[src/design/fta_pkg.sv]
// Shared types and constants for the float to decimal text converter
package fta_pkg;

    localparam int TEXT_CHARS  = 15;   // text buffer size, one kept for terminator
    localparam int MAX_FRAC    = 7;    // fraction digits at most
    localparam int MAX_RESULTS = 14;   // characters per item at most

    localparam int MANT_BITS = 23;
    localparam int EXP_BIAS  = 127;
    localparam int IP_W      = 31;     // integer part bits (unbiased exponent below 31)
    localparam int FP_W      = 24;     // fraction in units of 2^-24
    localparam int V_W       = MANT_BITS + 1 + IP_W + MANT_BITS - 1;
    localparam int SH_W      = $clog2(IP_W + MANT_BITS);
    localparam int INT_DIGITS = 10;    // decimal digits of a 31-bit value
    localparam int BCD_W     = INT_DIGITS * 4;
    localparam int FD_W      = MAX_FRAC * 4;

    localparam logic [7:0] CHAR_ZERO  = 8'h30;
    localparam logic [7:0] CHAR_NINE  = 8'h39;
    localparam logic [7:0] CHAR_MINUS = 8'h2D;
    localparam logic [7:0] CHAR_POINT = 8'h2E;

    typedef enum logic [1:0] {
        ST_OK    = 2'd0,
        ST_BIG   = 2'd1,
        ST_SMALL = 2'd2
    } t_status;

    typedef struct packed {
        t_status           status;
        logic              sign;
        logic [IP_W-1:0]   ip;
        logic [FP_W-1:0]   fp;
    } t_item;

endpackage

[src/design/fta_front.sv]
// Front end: accepts a float pattern, classifies it and splits it into integer/fraction
module fta_front (
    input  logic          i_valid,
    input  logic [31:0]   i_float_bits,
    input  logic          i_full,
    output logic          o_stall,
    output logic          o_push,
    output fta_pkg::t_item o_item
);
    import fta_pkg::*;

    logic [7:0]       w_exp;
    logic [MANT_BITS:0] w_mant;
    logic [SH_W-1:0]  w_sh;
    logic [V_W-1:0]   w_v;
    logic             w_zero;
    logic             w_big;
    logic             w_small;

    assign w_exp   = i_float_bits[30:23];
    assign w_mant  = {1'b1, i_float_bits[MANT_BITS-1:0]};
    assign w_zero  = (i_float_bits[30:0] == 31'd0);
    assign w_big   = (w_exp >= 8'(EXP_BIAS + IP_W));
    assign w_small = (w_exp < 8'(EXP_BIAS - MANT_BITS));
    assign w_sh    = SH_W'(w_exp - 8'(EXP_BIAS - MANT_BITS));
    // value scaled by 2^46: integer part on top, fraction bits just below
    assign w_v     = V_W'(w_mant) << w_sh;

    always_comb begin
        o_item = '0;
        if (w_zero) begin
            o_item.status = ST_OK;
        end else if (w_big) begin
            o_item.status = ST_BIG;
        end else if (w_small) begin
            o_item.status = ST_SMALL;
        end else begin
            o_item.status = ST_OK;
            o_item.sign   = i_float_bits[31];
            o_item.ip     = w_v[MANT_BITS-1+FP_W +: IP_W];
            o_item.fp     = w_v[MANT_BITS-1 +: FP_W];
        end
    end

    assign o_stall = i_full;
    assign o_push  = i_valid && !i_full;

endmodule

[config.mk]
export PLATFORM = sky130hd
export DESIGN_NAME = fta_front
export DESIGN_NICKNAME = d
export VERILOG_FILES = /design/src/design/fta_pkg.sv /design/src/design/fta_front.sv
export SDC_FILE = /design/constraint.sdc
export NUM_CORES = 1
export LEC_CHECK = 0
export ABC_AREA = 1
export CORE_ASPECT_RATIO = 0.9
export CORE_MARGIN = 3
export CORE_UTILIZATION = 40
export DETAILED_ROUTE_END_ITERATION = 8
export DONT_BUFFER_PORTS = 1
export PLACE_DENSITY = 0.65
export SLEW_MARGIN = 20
export SYNTH_ARGS = -nofsm -noshare
export SYNTH_HDL_FRONTEND = slang
export SYNTH_SLANG_ARGS = --single-unit
[constraint.sdc]
create_clock -name vclk -period 5.5
set_input_delay 1.1 -clock vclk [all_inputs]
set_output_delay 1.1 -clock vclk [all_outputs]
set_load 0.02 [all_outputs]
Yosys cells after proc, flatten, opt, wreduce, memory -nomap -nowiden --
Cells that the tools add are included.
Storage, ports and cells: bits of input ports 34, register bits after elaboration 0, logic and storage cells 13
Operators by class: mux-type cells 6, magnitude comparators 2, shifts and indexed selects 1, add/sub/neg operators 1, reductions and logical operators 3
Operators by type and width (count):
- 56-bit 2-to-1 mux | 3
- 24-bit by 6-bit left shift with 77-bit output | 1
- 31-bit zero test | 1
- 8-bit greater-or-equal comparator, second input constant | 1
- 8-bit by 7-bit less-than comparator with 1-bit output, second input constant | 1
- 2-bit 2-to-1 mux | 3
- 6-bit subtractor, second input constant | 1
- 1-bit logical AND | 1
- 1-bit zero test | 1

Longest topological paths before layout --
depth after elaboration 5, mapped depth 12, depth with buffers taken out 11

Worst setup path after synthesis --
No wires, ideal clock.
path kind input-to-output, start input i_float_bits[26], end output o_item[11] (netlist bit), stages on the path 9, data required time 4400 ps, data arrival time 2860 ps, buffers on the path 3, setup slack 1540 ps, path through inv_2 > buf_2 > ha_1 > clkbuf_1 > inv_1 > clkbuf_1 > nand2_1 > nand2_1 > o21ai_0
RTL lines:
- start, declared | line fta_front.sv:4 | input logic [31:0] i_float_bits,
- end, declared | line fta_front.sv:8 | output fta_pkg::t_item o_item

==> impl_metrics.json <==
{
  "end_kind": "primary output",
  "slew-limit-headroom_pct": 51.02,
  "min_path_type": "in2out",
  "cts_hold_buf": 0,
  "final_area_sq_um": 2101,
  "fmaxAchievable_ghz": 0.2305,
  "core_sq_um": 5015,
  "post_cts_buffers": 0,
  "globalplace.congestion": 1.001,
  "power.switching_mw": 0.1774,
  "start_kind": "primary input",
  "grtUsageTotal_pct": 23.52,
  "powerDensity_nw_per_um2": 114.0,
  "dp_hpwl_um": 6218,
  "sequentialPowerShare_pct": 0,
  "leakage_nw": 1.083,
  "grt_pass1_vias": 2783,
  "p_sw_share_pct": 74.09,
  "grt_pass1_wl_um": 12700,
  "multi_input_area_sq_um": 1926,
  "synth_area_per_cell_sq_um": 4.454,
  "nClkBuffers": 0,
  "final_layout_size_suffix_gt1_share_pct": 2.870,
  "post_drt_wl_per_cell_um": 15.61,
  "die_h_um": 75.65,
  "path_class": "in2out",
  "arrival_ps": 3240,
  "drv_cap": 0,
  "finalNonFillerCells": 518,
  "final-max-slew-violation-count": 0,
  "ios": 94,
  "area_growth_pct": -2.554,
  "dpl_cell_area_sq_um": 2101,
  "fill_cells": 582,
  "fin_ws_ps": 1161,
  "pre_cts_ws_ps": 1209,
  "setup_viol": 0,
  "utilization_pct": 41.89,
  "antennaDiodeCount": 0,
  "vias": 3228,
  "grt_max_degree": 42,
  "seqCellArea_sq_um": 0,
  "seq_cells": 0,
  "status": "complete, no violations",
  "grt.overflow.total": 0,
  "crit_fanout": 41,
  "drt_drc_violations_left": 0,
  "dp_cells": 518,
  "synth_area_sq_um": 2156,
  "die-width_um": 83.39,
  "nNetsFinal": 491,
  "p_clk_share_pct": 0,
  "avgViaCountPerCell": 6.232,
  "die-area_sq_um": 6308,
  "fin_crit_sh_pct": 78.89,
  "yosysSeqAreaShare_pct": 0,
  "ant_nets": 0,
  "tightest_slew_ps": 733.8,
  "ys_types": 24,
  "routed_wl_um": 8085,
  "required_ps": 4400,
  "antenna_found_initial": 0,
  "dr.pass1.iters": 8,
  "yosys_warnings": 0,
  "syn-num-nets": 520,
  "tns_ps": 0,
  "rsz0062_at_grt": "false",
  "post-route-min-period_ps": 4339,
  "synthCells": 484,
  "power.internal_mw": 0.06203,
  "drt_iter0_markers": 363,
  "peakVddDrop_v": 0.00007976,
  "comb_power_share_pct": 100.0,
  "portBuffers": 0,
  "rows": 24,
  "initial_core_util_pct": 42.99,
  "postCtsResizedCells": 0,
  "final-hold-violation-count": 0
}
==> power groups by stage <==
stage / registers (mW) / logic, mW / clock network [mW]
finish: 0 / 0.239 / 0
global route: 0 / 0.265 / 0
CTS: 0 / 0.235 / 0
detailed placement: 0 / 0.234 / 0
global placement: 0 / 0.231 / 0
floorplan: 0 / 0.210 / 0
==> cell families after synthesis <==
group                    count (synthesis)  synth area share, %
XOR/XNOR                                 1               0.4063
buffers and inverters                   54                10.68
AO/OA/AOI/OAI                           47                11.26
adder cells (fa/ha/maj)                  2                1.161
AND/OR/NAND/NOR                        380                76.49
==> worst paths after layout <==
path / depth (start not counted) / start / endpoint
hold / removal: 0 / i_full / o_stall
setup / recovery: 7 / i_float_bits[26] / o_item[17]
==> critical path, cell delays in order <==
cell and delay, ps:
inv_2 420, ha_1 260, xor2_1 320, nand2_1 130
nor2_2 440, inv_1 160, o21ai_1 390
==> metal layers <==
metal	share of wire, %	vias to the layer above	GRT usage (%)
li1	-	1549	-
met1	41	1437	29.45
met2	47	214	43.51
met3	8.9	28	2.703
met4	3.2	0	6.534
met5	0	-	0
==> layout by cell type (no fill, tap or decap), types with 5 or more instances in the layout <==
| master | Yosys | routed |
|---|---|---|
| inv_2 | 7 | 7 |
| nor2_1 | 35 | 35 |
| a21oi_1 | 22 | 22 |
| nor4_1 | 5 | 5 |
| inv_1 | 14 | 14 |
| nand3_1 | 130 | 130 |
| nand4_1 | 6 | 6 |
| nand2_1 | 196 | 196 |
| o21ai_1 | 20 | 20 |
==> cells in the mapped netlist, types with 2 or more instances <==
| library cell | instances | share of area [%] |
|---|---|---|
| buf_2 | 13 | 3.0 |
| nand2_1 | 196 | 34 |
| o21ai_0 | 2 | 0.46 |
| nand3_1 | 130 | 30 |
| nor3_1 | 2 | 0.46 |
| nand4_1 | 6 | 1.7 |
| a21oi_1 | 22 | 5.1 |
| buf_4 | 3 | 1.0 |
| nor2_1 | 35 | 6.1 |
| inv_2 | 7 | 1.2 |
| nor4_1 | 5 | 1.5 |
| nor2_4 | 2 | 1.0 |
| buf_1 | 4 | 0.70 |
| inv_1 | 14 | 2.4 |
| clkbuf_1 | 13 | 2.3 |
| and2_1 | 2 | 0.58 |
| o21ai_1 | 20 | 4.6 |
| ha_1 | 2 | 1.2 |
==> stage by stage <==
stage | hold slack [ps] | total power [mW]
5_1_grt | 2200 | 0.2652
3_3_place_gp | 2200 | 0.2308
4_1_cts | 2200 | 0.2349
3_5_place_dp | 2200 | 0.2342
6_report | 2200 | 0.2394
2_1_floorplan | 2280 | 0.2098
==> area by class of cell <==
| class | instances | share of cell area (%) |
|---|---|---|
| inverters | 21 | 3.752 |
| multi-input cells | 430 | 91.66 |
| well taps | 65 | 3.871 |
| repair buffers | 2 | 0.7147 |
Power figures use the tool's default switching activity.
