[config.mk]
export PLATFORM = sky130hd
export DESIGN_NAME = fta_queue
export DESIGN_NICKNAME = d
export VERILOG_FILES = /design/src/design/fta_pkg.sv /design/src/design/fta_queue.sv
export SDC_FILE = /design/constraint.sdc
export NUM_CORES = 1
export LEC_CHECK = 0
export BUFFER_PORTS_ARGS = -buffer_cell sky130_fd_sc_hd__clkbuf_2
export CAP_MARGIN = 10
export CORE_ASPECT_RATIO = 1.25
export CORE_MARGIN = 5
export CORE_UTILIZATION = 46
export CTS_CLUSTER_SIZE = 30
export DETAILED_ROUTE_END_ITERATION = 12
export PLACE_DENSITY = 0.82
export SLEW_MARGIN = 5
export SYNTH_ARGS = -nofsm -noshare
export SYNTH_HDL_FRONTEND = slang
export SYNTH_SLANG_ARGS = --single-unit
[constraint.sdc]
create_clock -name i_clk -period 2.45 [get_ports i_clk]
set_input_delay 0.1225 -clock i_clk [delete_from_list [all_inputs] [get_ports i_clk]]
set_output_delay 0.1225 -clock i_clk [all_outputs]
set_load 0.1 [all_outputs]
[src/design/fta_pkg.sv]
// Shared types and constants for the float to decimal text converter
package fta_pkg;

    localparam int TEXT_CHARS  = 15;   // text buffer size, one kept for terminator
    localparam int MAX_FRAC    = 7;    // fraction digits at most
    localparam int MAX_RESULTS = 14;   // characters per item at most

    localparam int MANT_BITS = 23;
    localparam int EXP_BIAS  = 127;
    localparam int IP_W      = 31;     // integer part bits (unbiased exponent below 31)
    localparam int FP_W      = 24;     // fraction in units of 2^-24
    localparam int V_W       = MANT_BITS + 1 + IP_W + MANT_BITS - 1;
    localparam int SH_W      = $clog2(IP_W + MANT_BITS);
    localparam int INT_DIGITS = 10;    // decimal digits of a 31-bit value
    localparam int BCD_W     = INT_DIGITS * 4;
    localparam int FD_W      = MAX_FRAC * 4;

    localparam logic [7:0] CHAR_ZERO  = 8'h30;
    localparam logic [7:0] CHAR_NINE  = 8'h39;
    localparam logic [7:0] CHAR_MINUS = 8'h2D;
    localparam logic [7:0] CHAR_POINT = 8'h2E;

    typedef enum logic [1:0] {
        ST_OK    = 2'd0,
        ST_BIG   = 2'd1,
        ST_SMALL = 2'd2
    } t_status;

    typedef struct packed {
        t_status           status;
        logic              sign;
        logic [IP_W-1:0]   ip;
        logic [FP_W-1:0]   fp;
    } t_item;

endpackage

[src/design/fta_queue.sv]
// Two-entry queue between the front end and the conversion back end
module fta_queue (
    input  logic           i_clk,
    input  logic           i_rst_n,
    input  logic           i_push,
    input  fta_pkg::t_item i_item,
    input  logic           i_pop,
    output logic           o_full,
    output logic           o_valid,
    output fta_pkg::t_item o_item
);
    import fta_pkg::*;

    t_item      r_data [2];
    logic       r_wptr;
    logic       r_rptr;
    logic [1:0] r_cnt;
    logic       w_do_push;
    logic       w_do_pop;

    assign o_full    = (r_cnt == 2'd2);
    assign o_valid   = (r_cnt != 2'd0);
    assign o_item    = r_data[r_rptr];
    assign w_do_push = i_push && !o_full;
    assign w_do_pop  = i_pop && o_valid;

    always_ff @(posedge i_clk) begin
        if (!i_rst_n) begin
            r_wptr <= 1'b0;
            r_rptr <= 1'b0;
            r_cnt  <= 2'd0;
        end else begin
            if (w_do_push) begin
                r_wptr <= !r_wptr;
            end
            if (w_do_pop) begin
                r_rptr <= !r_rptr;
            end
            case ({w_do_push, w_do_pop})
                2'b10:   r_cnt <= r_cnt + 2'd1;
                2'b01:   r_cnt <= r_cnt - 2'd1;
                default: r_cnt <= r_cnt;
            endcase
        end
    end

    always_ff @(posedge i_clk) begin
        if (w_do_push) begin
            r_data[r_wptr] <= i_item;
        end
    end

endmodule

# After elaboration in Yosys (flattened, before gate mapping)
# Memories as Yosys holds them, arrays and structs flattened. A register that Yosys moved wholly into a read port is not among the register bits.
# Index checks and enable logic that the tools add are counted.
[op_classes]
n_addsub = 2
eq_ne = 3
mux = 5
n_reduce_logical = 7
[ops]
columns = ["op", "count"]
rows = [
  ["2-bit == test, second input constant", 2],
  ["1-bit 2-to-1 mux", 4],
  ["2-bit one-hot mux with 2 select lines", 1],
  ["2-bit nonzero test", 2],
  ["1-bit logical NOT", 3],
  ["2-bit by 1-bit adder with 2-bit output, second input constant", 1],
  ["2-bit by 1-bit == test with 1-bit output, second input constant", 1],
  ["1-bit logical AND", 2],
  ["2-bit by 1-bit subtractor with 2-bit output, second input constant", 1],
]
[word_totals]
regBits = 4
ram_bits = 116
input_bits = 62
out_inout_bits = 60
wordCells = 21
memories = 1
[mem_list]
columns = ["memory", "words", "word_bits", "rd", "rd_ports_with_merged_regs", "wr", "line_no", "rtl"]
rows = [
  ["r_data", 2, 58, 1, 1, 1, "fta_queue.sv:14", "t_item r_data [2];"],
]

# Longest topological paths before layout
# Gate-level depths: netlist (run 1).
[logic_depth]
depth_word = 5
ltp_mapped = 6

# Least setup slack after synthesis (run 1)
# OpenSTA, ideal clock, no wires.
[synth_path]
kind = "reg2reg"
startpoint = "register r_cnt[0]"
endpoint = "memory r_data[0][0] (netlist bit) (enable)"
setup_ns = 0.412
t_arrival_ns = 2.263
required_time_ns = 2.038
slack_ns = -0.225
stages_incl_launch_ff = 5
path_buffers = 0
synth_period_minus_slack_ns = 2.675
cell_sequence = "dfxtp_1 nand2b_2 inv_2 or3_1 inv_1"
[synth_between]
elab_chain_cells = 5
[synth_rtl]
columns = ["element", "line_no", "rtl"]
rows = [
  ["start, declared", "fta_queue.sv:17", "logic [1:0] r_cnt;"],
  ["start signal, assigned", "fta_queue.sv:40", "2'b10: r_cnt <= r_cnt + 2'd1;"],
  ["start signal, assigned", "fta_queue.sv:41", "2'b01: r_cnt <= r_cnt - 2'd1;"],
  ["start signal, assigned", "fta_queue.sv:42", "default: r_cnt <= r_cnt;"],
  ["2-bit == test", "fta_queue.sv:21", "assign o_full = (r_cnt == 2'd2);"],
  ["via o_full", "fta_queue.sv:8", "output logic o_full,"],
  ["1-bit logical NOT", "fta_queue.sv:24", "assign w_do_push = i_push && !o_full;"],
  ["1-bit logical AND", "fta_queue.sv:24", ""],
  ["1-bit 2-to-1 mux", "fta_queue.sv:48", "if (w_do_push) begin"],
  ["1-bit 2-to-1 mux (not written as such)", "fta_queue.sv:49", "r_data[r_wptr] <= i_item;"],
  ["end, declared", "fta_queue.sv:14", ""],
]
# The timed path passes the listed nets, and every way through them passes these cells.

==> results of run 1 <==
[worst max-delay path, delay by kind of cell, from the launching register on]
kind                   cells  cell delay [ps]
DFF                        1              620
muxes                      1              360
buffers and inverters      2              610
[cell usage after synthesis (2+ instances only)]
library cell	number	area [um^2]
o21ai_0	2	10.01
nor2b_1	2	12.51
inv_1	2	7.510
xnor2_1	3	26.28
mux2_2	58	653.1
buf_4	2	15.01
a21boi_1	2	15.01
edfxtp_1	116	3483
or3_1	2	12.51
dfxtp_1	5	100.1
buf_2	4	20.02
[worst max path at each step]
stage	start	endpoint	slack, ps	cells past startpoint
floorplan	r_cnt[0]	r_data[1][0]	60	2
global placement	flop	o_item[0]	730	3
detailed placement	r_cnt[0]	r_data[0][45]	720	5
CTS	flop	o_item[0]	290	3
global route	flop	o_item[37]	220	3
finish	flop	o_item[0]	320	3
[state kept, by name, summed over array words and instances, names as in the netlist, named ones only]
| name | count |
|---|---|
| r_data | 116 |
| r_rptr | 1 |
| r_cnt | 2 |
| r_wptr | 1 |
[cell families (layout without fill, tap and decap cells)]
kind of cell	count (synthesis)	after routing
fa+ha+maj	1	1
flops	121	121
xor+xnor	3	3
compound gates	5	5
buf+inv	9	218
other cells	0	2
mux	58	58
simple gates	9	9
[cell type report]
class	instances	area, um^2	share of cell area [%]
diodes	2	5.005	0.07907
clock buffers	19	432.9	6.839
clock inverters	11	83.83	1.324
inverters	3	15.01	0.2372
multi-input cells	76	782.0	12.35
flip-flops and latches	121	3585	56.63
well taps	126	157.7	2.491
repair buffers	185	1269	20.04
[metrics by stage]
step	cells	instance area (um^2)	hold slack [ps]	setup WS (ps)	util [%]
6_report	543	6330	4.779	320.0	66.57
3_5_place_dp	453	5228	316.0	719.3	54.97
4_1_cts	541	6325	1.664	294.1	66.51
2_1_floorplan	206	4414	221.4	64.52	-
5_1_grt	542	6327	11.83	224.4	66.54
3_3_place_gp	453	5228	310.6	732.1	54.97
[layer usage]
layer	track usage (%)	up-vias	part of all wire, %
met3	6.444	11	5.8
met4	5.368	0	1.1
li1	-	1216	-
met1	16.08	1234	37
met5	0	-	0
met2	29.33	76	56
[what timing repair did]
| action | 4_1_cts | 5_1_grt |
|---|---|---|
| hold endpoints to repair | 116 | 0 |
| endpoints found under the setup margin | 0 | 0 |
| hold buffers | 58 | 0 |
[cell usage in the layout, fill, tap and decap left out, types with 3 or more instances in the layout]
master	Yosys	final
clkbuf_2	0	121
edfxtp_1	116	116
mux2_2	58	58
dlygate4sd3_1	0	58
clkbuf_16	0	17
clkinv_2	0	7
dfxtp_1	5	4
xnor2_1	3	3
clkinvlp_4	0	3
buf_4	2	3
buf_12	0	3
==> results.md, run 1 <==
- Antenna violations before repair: 1
- Max cap viols: 0
- Slowest cell delay on critical path: 620 ps
- CTS root buf: clkbuf_16
- H-tree depth: 4
- Synth Area in Compound Gates: 0.7376%
- Setup violations, final: 0
- Worst path required time: 2330 ps
- Register bit total from synthesis: 121
- Relative slew slack: between 60 and 70%
- Crit path cell chain: buf_12 -> mux2_2 -> clkbuf_2
- Slowest stage cell, crit path: dfxtp_2
- Post-Synth XOR/XNOR Area: 0.5957%
- Worst-Margin Slew: 560.7 ps
- Post-Synth Simple-Gate Area: 1.277%
- Final GP Congestion: 0.7489
- Hold Path End: r_cnt[0]
- DIE HEIGHT: 119.5 um
- Fill cells: 668
- WP data arrival: 2010 ps
- Synth Cell Area: ~0.0044 mm^2
- Max Freq: about 0.47 GHz
- Final hold vios: 0
- Final TNS setup: 0 ps
- Total grt overflow: 0
- CTS tree: done
- Outcome: complete, no violations
- Mapped Avg Cell Area: approximately 21 um^2
- Vias per std cell: 4.672
- DRC Markers: 0
- Largest net degree at the start of global routing: 38
- Main combinational cell family by area after synthesis: multiplexers
- FF-to-FF path depth: 5
- Sink Count: 121
- Postcts setup bufs: 0
- CTS Buffer Depth: 2
- Total die area: 0.01166 mm^2
- R2r endpoint: r_data[0][36]
- Crit path kind: flop to output port
- Core Area: 0.009509 mm^2
- Hold Path Class: input pin to flop
- Vias in the first global route: approximately 2800
- Max Clock Skew: 4.673 ps
- CP startpoint kind: flop
- Syn nets: 269
- Drt initial violations: 93
- Ratio of cells with drive above 1 in the final layout: 52.53%
- # IOs: roughly 120
- RR Startpoint: r_cnt[0]
- Clk slew on worst S/H paths: 50 ps
- Final net count: approximately 470
- Hold Crit Start: i_rst_n
- Slew Viols, Final: 0
- Area growth from synthesis to layout: 43.52%
- Post-CTS Resized: 0
- Detail Route Antenna Nets: 0
- RSZ-0062 raised after global routing: false
- R2R setup slack: 720 ps
- TritonCTS Buffers: 17
- 1st-pass router iterations: 4
- Adder-cell share of the synthesized area: 0.2837%
- Die extent in x: 97.58 um
- Port buffer count: 121
- Mux contribution to synthesized area: 14.81%
- Top FF cell, synth: edfxtp_1
- Max Fanout on Critical Path: 23
- Routed WL: 8938 um
- Distinct cells, synth: 19
- Post-synthesis sequential area ratio: 81.25%
- Min-Delay Path Depth: 2
- Setup crit end kind: output port
- Avg WL per Cell: roughly 16 um
- Worst-Skew Late Latency: slightly below 400 ps
- FFs w/ async S/R, synth: 0%
- Mapped Cells: 206
- First-pass GRT wire length: 14080 um
- Via Count: around 2500
- Row cnt: 40
- GRT Total Usage: between 10% and 20%
- Synth warnings: 0
- Post-synth EDFFs: ~120
- Final Critical Period: between 2000 and 2500 ps
- Initial Utilization: 46.38%
- Tcrit/Tclk final: 86.94%
Power of run 1 is left out: the tool's default activity adds up to more than one toggle a clock period on the data nets, which glitch-free logic cannot reach.
==> inputs of run 2 (changes only) <==
CORE_UTILIZATION = 40   (was 46)
PLACE_DENSITY = 0.74   (was 0.82)
==> run 2 against run 1 <==
Compared with the run above: design area rose by 0.91%; global-route usage fell by 2.8 points; worst setup slack better by 200 ps.
==> results.md, run 2 (same netlist as run 1, synthesis figures left out) <==
- Port buffer count: around 120
- Largest net degree at the start of global routing: 59
- Via Count: between 2000 and 3000
- 1st-pass router iterations: 4
- Commonest non-fill, non-tap cells in the layout: clkbuf_2, edfxtp_1, dlygate4sd3_1
- Post-CTS Resized: 0
- Final hold vios: 0
- Antenna violations before repair: 0
- Top Registers: r_data (116), r_cnt (2)
- GRT Total Usage: 13.07%
- Worst-Margin Slew: 557.6 ps
- Worst path required time: around 2300 ps
- Sink Count: 121
- Metal3 WL: between 400 and 500 um
- Relative slew slack: a little over three fifths
- Max Clock Skew: 6.575 ps
- Initial Utilization: 40.18%
- Final Critical Period: about 1900 ps
- Max Freq: ~0.52 GHz
- Vias per std cell: 4.597
- Vias in the first global route: 2787
- Cell area after layout: around 0.0064 mm^2
- Clk slew on worst S/H paths: roughly 50 ps
- Tcrit/Tclk final: 78.88%
- Post-route core utilization: around 58%
- Hold slack: between 100 and 150 ps
- HPWL after detailed placement: roughly 5300 um
- N_diodes: 0
- First-pass GRT wire length: approximately 14000 um
- TritonCTS Buffers: 17
- Routed WL: about 8400 um
- Setup violations, final: 0
- Routed wl met2: 4399 um
- CTS root buf: clkbuf_16
- R2R setup slack: 740 ps
- Largest reg by FF count: r_data
- Detail Route Antenna Nets: 0
- Ratio of cells with drive above 1 in the final layout: 51.20%
- Met1 wire length: ~3400 um
- Fill cells: 855
- Max FFs per register: 116
- DRC Markers: 0
- DIE HEIGHT: 127.4 um
- Top sig layer: met4
- Final net count: 467
- Final GP Congestion: 0.6915
- Outcome: complete, no violations
- Postcts setup bufs: 0
- CP startpoint kind: flop
- Avg WL per Cell: 15.22 um
- Hold Path Class: input pin to flop
- Setup crit end kind: output port
- RR Startpoint: r_cnt[0]
- Max Fanout on Critical Path: 58
- Slew Viols, Final: 0
- Area after DPL: 0.005231 mm^2
- Crit path kind: flop to output port
- H-tree depth: 4
- CTS Buffer Depth: 2
- Die extent in x: 103.9 um
- # IOs: 122
- Multi-input logic area: approximately 800 um^2
- Max cap viols: 0
- RSZ-0062 raised after global routing: false
- Area growth from synthesis to layout: 44.82%
- Final TNS setup: 0 ps
- # hold bufs at CTS: 59
- Core Area: 0.01098 mm^2
- Storage cell area: 0.003585 mm^2
- Drt initial violations: 69
- Worst-Skew Late Latency: 390 ps
- Hold Crit Start: i_push
- Row cnt: 43
- Total die area: 0.01324 mm^2
- Total grt overflow: 0
- WP data arrival: 1810 ps
- Commonest non-fill, non-tap cell in the layout: clkbuf_2
- CTS tree: done
-- run 2: changes by cell type in the layout (fill, tap and decap cells not counted), sizes merged --
cell         before  now
diode             2    0
clkinv            8    7
dlygate4sd3      58   59
bufinv            1    3
buf               6    5
-- run 2: area by class of cell --
cell class | count | area share, %
Sequential cell | 121 | 56.12
Inverter | 3 | 0.2351
Clock buffer | 19 | 6.778
Tap cell | 135 | 2.644
Timing Repair Buffer | 185 | 19.90
Clock inverter | 12 | 2.076
Multi-Input combinational cell | 76 | 12.24
-- run 2: worst max-delay path, cell delays in order, from the launching register on --
cell and delay [ps]:
dfxtp_2 330, buf_12 290, mux2_2 400, clkbuf_2 370
-- run 2: metrics by stage --
stage / worst slack (ps) / std cells
after CTS: 477.2 / 551
after global routing: 446.3 / 551
after detailed placement: 752.7 / 461
after global placement: 809.3 / 461
final: 517.5 / 551
after floorplan: 64.52 / 206
-- run 2: per-layer routing --
| layer | up-vias | GRT usage, % |
|---|---|---|
| met3 | 13 | 5.205 |
| li1 | 1208 | - |
| met2 | 82 | 22.64 |
| met1 | 1230 | 14.44 |
| met4 | 0 | 5.030 |
| met5 | - | 0 |
-- run 2: path summary, 6_finish.rpt --
path / cells past startpoint / end
worst max-delay path: 3 / o_item[16]
worst min-delay path: 4 / r_wptr
worst max register to register: 5 / r_data[0][37]
worst min register to register: 2 / r_wptr
Power of run 2 is left out for the same reason.
